<file path="src/rtl/plti_ram.sv">
// ----------------------------------------------------------------------------
// plti_ram: generic single-port-write, single-port-read RAM
// One write and one registered read per cycle.
// ----------------------------------------------------------------------------
module plti_ram #(
	parameter int WIDTH = 64,
	parameter int DEPTH = 64
) (
	input  logic                     clk,
	input  logic                     we,
	input  logic [$clog2(DEPTH)-1:0] waddr,
	input  logic [WIDTH-1:0]         wdata,
	input  logic [$clog2(DEPTH)-1:0] raddr,
	output logic [WIDTH-1:0]         rdata
);

	logic [WIDTH-1:0] mem [DEPTH];

	always_ff @(posedge clk) begin
		if (we) begin
			mem[waddr] <= wdata;
		end
		rdata <= mem[raddr];
	end

endmodule

</file>
<file path="config.mk">
export PLATFORM = sky130hd
export DESIGN_NAME = plti_ram
export DESIGN_NICKNAME = d
export VERILOG_FILES = /design/src/rtl/plti_ram.sv
export SDC_FILE = /design/constraint.sdc
export NUM_CORES = 2
export LEC_CHECK = 0
export BUFFER_PORTS_ARGS = -buffer_cell sky130_fd_sc_hd__buf_2
export CAP_MARGIN = 0
export CORE_MARGIN = 2
export CORE_UTILIZATION = 35
export CTS_CLUSTER_DIAMETER = 120
export DETAILED_ROUTE_END_ITERATION = 8
export HOLD_SLACK_MARGIN = 0.15
export PLACE_DENSITY = 0.5
export SYNTH_ARGS = -nofsm -noshare
export SYNTH_HDL_FRONTEND = slang
export SYNTH_SLANG_ARGS = --single-unit
</file>
<file path="constraint.sdc">
create_clock -name clk -period 10.8 [get_ports clk]
set_input_delay 2.16 -clock clk [delete_from_list [all_inputs] [get_ports clk]]
set_output_delay 2.16 -clock clk [all_outputs]
set_load 0.03 [all_outputs]
</file>
After elaboration in Yosys (flattened, before gate mapping) --
Memory sizes are Yosys's and may differ from the RTL's. A register that Yosys moved wholly into a read port is not among the register bits. Index checks and enable logic that the tools add are counted.
Cells by class: mux-type cells 2
Operator list (number):
- 1-bit two-way mux | 2
Storage, ports and cells: output and inout bits 64, logic and storage cells 3, memories kept 1, register bits 0, RAM bits 4096
Memory list:
- mem | words 64, bits a word 64, read ports 1, clocked after memory_dff 1, write ports 1, line 17 | logic [WIDTH-1:0] mem [DEPTH];

Longest topological paths before layout --
depth after elaboration 2, mapped depth 9, gate-level depth less buffers 5

Least setup slack after synthesis --
Ideal clock, no wire load.
path kind input-to-reg, from input waddr[3], to memory mem[48][0], enable pin, slack 3204 ps, arrival time 7032 ps, stages on the path 4, required time 10236 ps, cells stage by stage clkbuf_1 -> nor2b_1 -> nand4b_1 -> nor3_1
RTL lines:
- start: declaration | line 11 | input logic [$clog2(DEPTH)-1:0] waddr,
- end: declaration | line 17
No word-level cell before the write port.

==> flow_summary.json <==
{
  "ys_warn_count": 0,
  "clock-sinks": 4160,
  "synth_xor_area_share_pct": 0,
  "drc": 0,
  "dieArea_um2": 452000,
  "cpMostUsedCell": "buf_4",
  "numCtsBuffers": 436,
  "drive_gt1_share_pct": 28.2,
  "ioPinCount": 142,
  "slowest_delay_ns": 0.89,
  "end_kind": "register",
  "start_util_pct": 35.1,
  "seqCellArea_um2": 124000,
  "grt.total_usage_pct": 20.7,
  "grt_max_degree": 104,
  "syn_to_final_growth_pct": 14.7,
  "ys_types": 33,
  "synth_top_family_by_area": "multiplexers",
  "cts_tree": "yes",
  "cts.repair.resized": 0,
  "power_density_nw_per_um2": 192,
  "die_w_um": 672,
  "drt_iter0_drc": 8676,
  "final-hold-violation-count": 0,
  "via_per_inst": 5.64,
  "reg2reg_from": "mem[61][11]",
  "clk_latency_ns": 0.99,
  "maxSlewViolCount": 0,
  "cts-root-buf": "clkbuf_16",
  "dp_slack_ns": 4.63,
  "arrival_ns": 6.01,
  "core_region_area_um2": 445000,
  "fin_util_pct": 40.3,
  "die_y_um": 672,
  "synth_mux_area_share_pct": 15.6,
  "rows": 245,
  "crit_start": "raddr[2]",
  "tightest_slew_ns": 1.42,
  "fin_crit_ns": 5.19,
  "placed_area_um2": 165000,
  "finalWirelength_mm": 476,
  "crit_required_ns": 11.61,
  "hold_class": "register to register",
  "fin_crit_sh_pct": 48.1,
  "ant_nets": 0,
  "fin_area_um2": 179000,
  "syn_inst": 6598,
  "slowest_stage": "buf_4",
  "rsz0062_at_grt": "false",
  "finalSetupTns_ns": 0,
  "synth_top_area_share_pct": 78.7,
  "ys_ff_latch": 4160,
  "post_cts_buffers": 0,
  "io_buffers": 141,
  "syn_nets": 6676,
  "crit_chain": "buf_8 -> buf_4 -> buf_4 -> mux4_2 -> or2_2 -> a41oi_1 -> a211oi_1",
  "finalSetupViolCount": 0,
  "grt_overflow": 0,
  "synth_area_leaders": "edfxtp_1 79%, mux4_2 15%, mux2i_1 0.86%, dfxtp_1 0.82%, a22oi_1 0.81%",
  "syn-cell-area_um2": 156000,
  "avgSynthCellArea_um2": 23.7,
  "grt_pass1_wl_mm": 651,
  "synth_compound_area_share_pct": 2.48,
  "yosys.area_share.simple_pct": 1.24,
  "max-vdd-ir-drop_uv": 144,
  "hpwl_mm": 246,
  "leakagePower_nw": 55.1,
  "cts_max_level": 5,
  "path_class": "input pin to register",
  "num_vias": 75300,
  "synthAdderAreaFrac_pct": 0,
  "fin_nets": 7080,
  "yosysSeqAreaShare_pct": 79.5,
  "fmax_mhz": 193,
  "maxCapViolCount": 0,
  "skew_ns": 0.0802,
  "n_fill_cell": 39100,
  "outcome": "completed",
  "maxSlewHeadroom_pct": 5.23,
  "ctsLongestPathBuffers": 4,
  "grt_pass1_vias": 76900,
  "wl_per_cell_um": 35.6,
  "place_congestion": 0.753,
  "min_from": "mem[62][50]",
  "multi_input_area_um2": 30800,
  "path_clk_slew_ns": 0.06,
  "layout_setup_ws_ns": 5.61,
  "startpoint_type": "input pin",
  "first_pass_iters": 8,
  "yosysTopAreaCell": "edfxtp_1",
  "antenna_found_initial": 47,
  "hold_buffers": 0,
  "crit_fanout": 86
}
through the flow:
step,instances,hold slack [ns],power [mW]
final,13300,0.834,34.4
after CTS,13300,0.842,34.7
after global placement,12500,0.824,19.9
after floorplan,6598,0.788,19.2
after detailed placement,12500,0.833,19.9
after global routing,13300,0.880,35.4
power breakdown:
part           internal, mW  leakage (nW)  switching (mW)
Combinational         0.550          10.9            1.05
Clock                  8.53          6.83            6.28
Sequential             17.9          37.4          0.0857
Total                  27.0          55.1            7.42
cell usage in the layout, fill, tap and decap left out, drive strengths merged, types with 3 or more instances in the layout:
cell type,Yosys,routed
a211oi,63,63
a22o,88,88
a22oi,168,168
a2bb2oi,19,19
a31oi,18,18
a41oi,26,26
and2,3,3
and3,64,64
buf,230,336
bufinv,0,38
clkbuf,140,574
clkinv,0,170
clkinvlp,0,8
dfxtp,64,64
diode,0,47
edfxtp,4096,4096
inv,19,32
mux2i,135,135
mux4,1024,1024
nand2,58,58
nand2b,11,11
nand3,45,45
nor2,112,112
nor2b,28,28
o221ai,38,38
o22ai,83,83
or2,28,28
or3,29,29
worst max-delay path, delay by kind of cell:
kind / cells / cell delay [ns]
muxes: 1 / 0.41
buffers and inverters: 3 / 2.28
and+or+nand+nor: 1 / 0.30
AOI/OAI and AO/OA: 2 / 0.41
cell type report:
type,count,area share [%]
clock inverter,229,1.28
antenna,47,0.0656
inverter,19,0.0398
tap,5928,4.14
clock buffer,574,6.53
timing repair buffer,336,1.49
multi-input combinational,2049,17.2
sequential,4160,69.3
cells by family after synthesis:
logic type / after synthesis
simple gates: 386
flops: 4160
mux: 1159
compound gates: 504
buf+inv: 389
flip-flops by register name, summed over array words and instances, names as in the netlist:
name / flops
mem: 4096
rdata: 64
synth_stat cells:
master	count
nand2_1	58
buf_4	34
a22oi_1	168
buf_6	6
clkbuf_1	140
nor2b_1	28
a31o_1	1
o22ai_1	83
o221ai_1	38
buf_2	170
nor2_1	112
nand3_1	45
or3b_2	1
and3_1	64
and2_1	3
nand4b_1	1
nand4_1	2
a2bb2oi_1	19
inv_1	19
mux2i_1	135
a211oi_1	63
a31oi_1	18
nand3b_1	2
mux4_2	1024
nor3_1	2
dfxtp_1	64
nand2b_1	11
a22o_1	88
a41oi_1	26
or3_1	29
or2_2	28
buf_1	20
edfxtp_1	4096
metal layers:
| metal | vias to the layer above | GRT usage (%) | part of all wire, % |
|---|---|---|---|
| met3 | 575 | 2.59 | 5.8 |
| met1 | 42700 | 28.8 | 42 |
| li1 | 29400 | - | - |
| met5 | - | 0 | 0.0057 |
| met4 | 4 | 4.62 | 2.2 |
| met2 | 2648 | 35.1 | 50 |
path summary, 6_finish.rpt:
kind / end / slack [ns] / depth (start not counted)
worst min register to register: rdata[50] / 0.83 / 4
worst max register to register: rdata[11] / 8.50 / 5
worst min-delay path: rdata[50] / 0.83 / 4
worst max-delay path: rdata[43] / 5.61 / 7
Power figures use the tool's default switching activity.
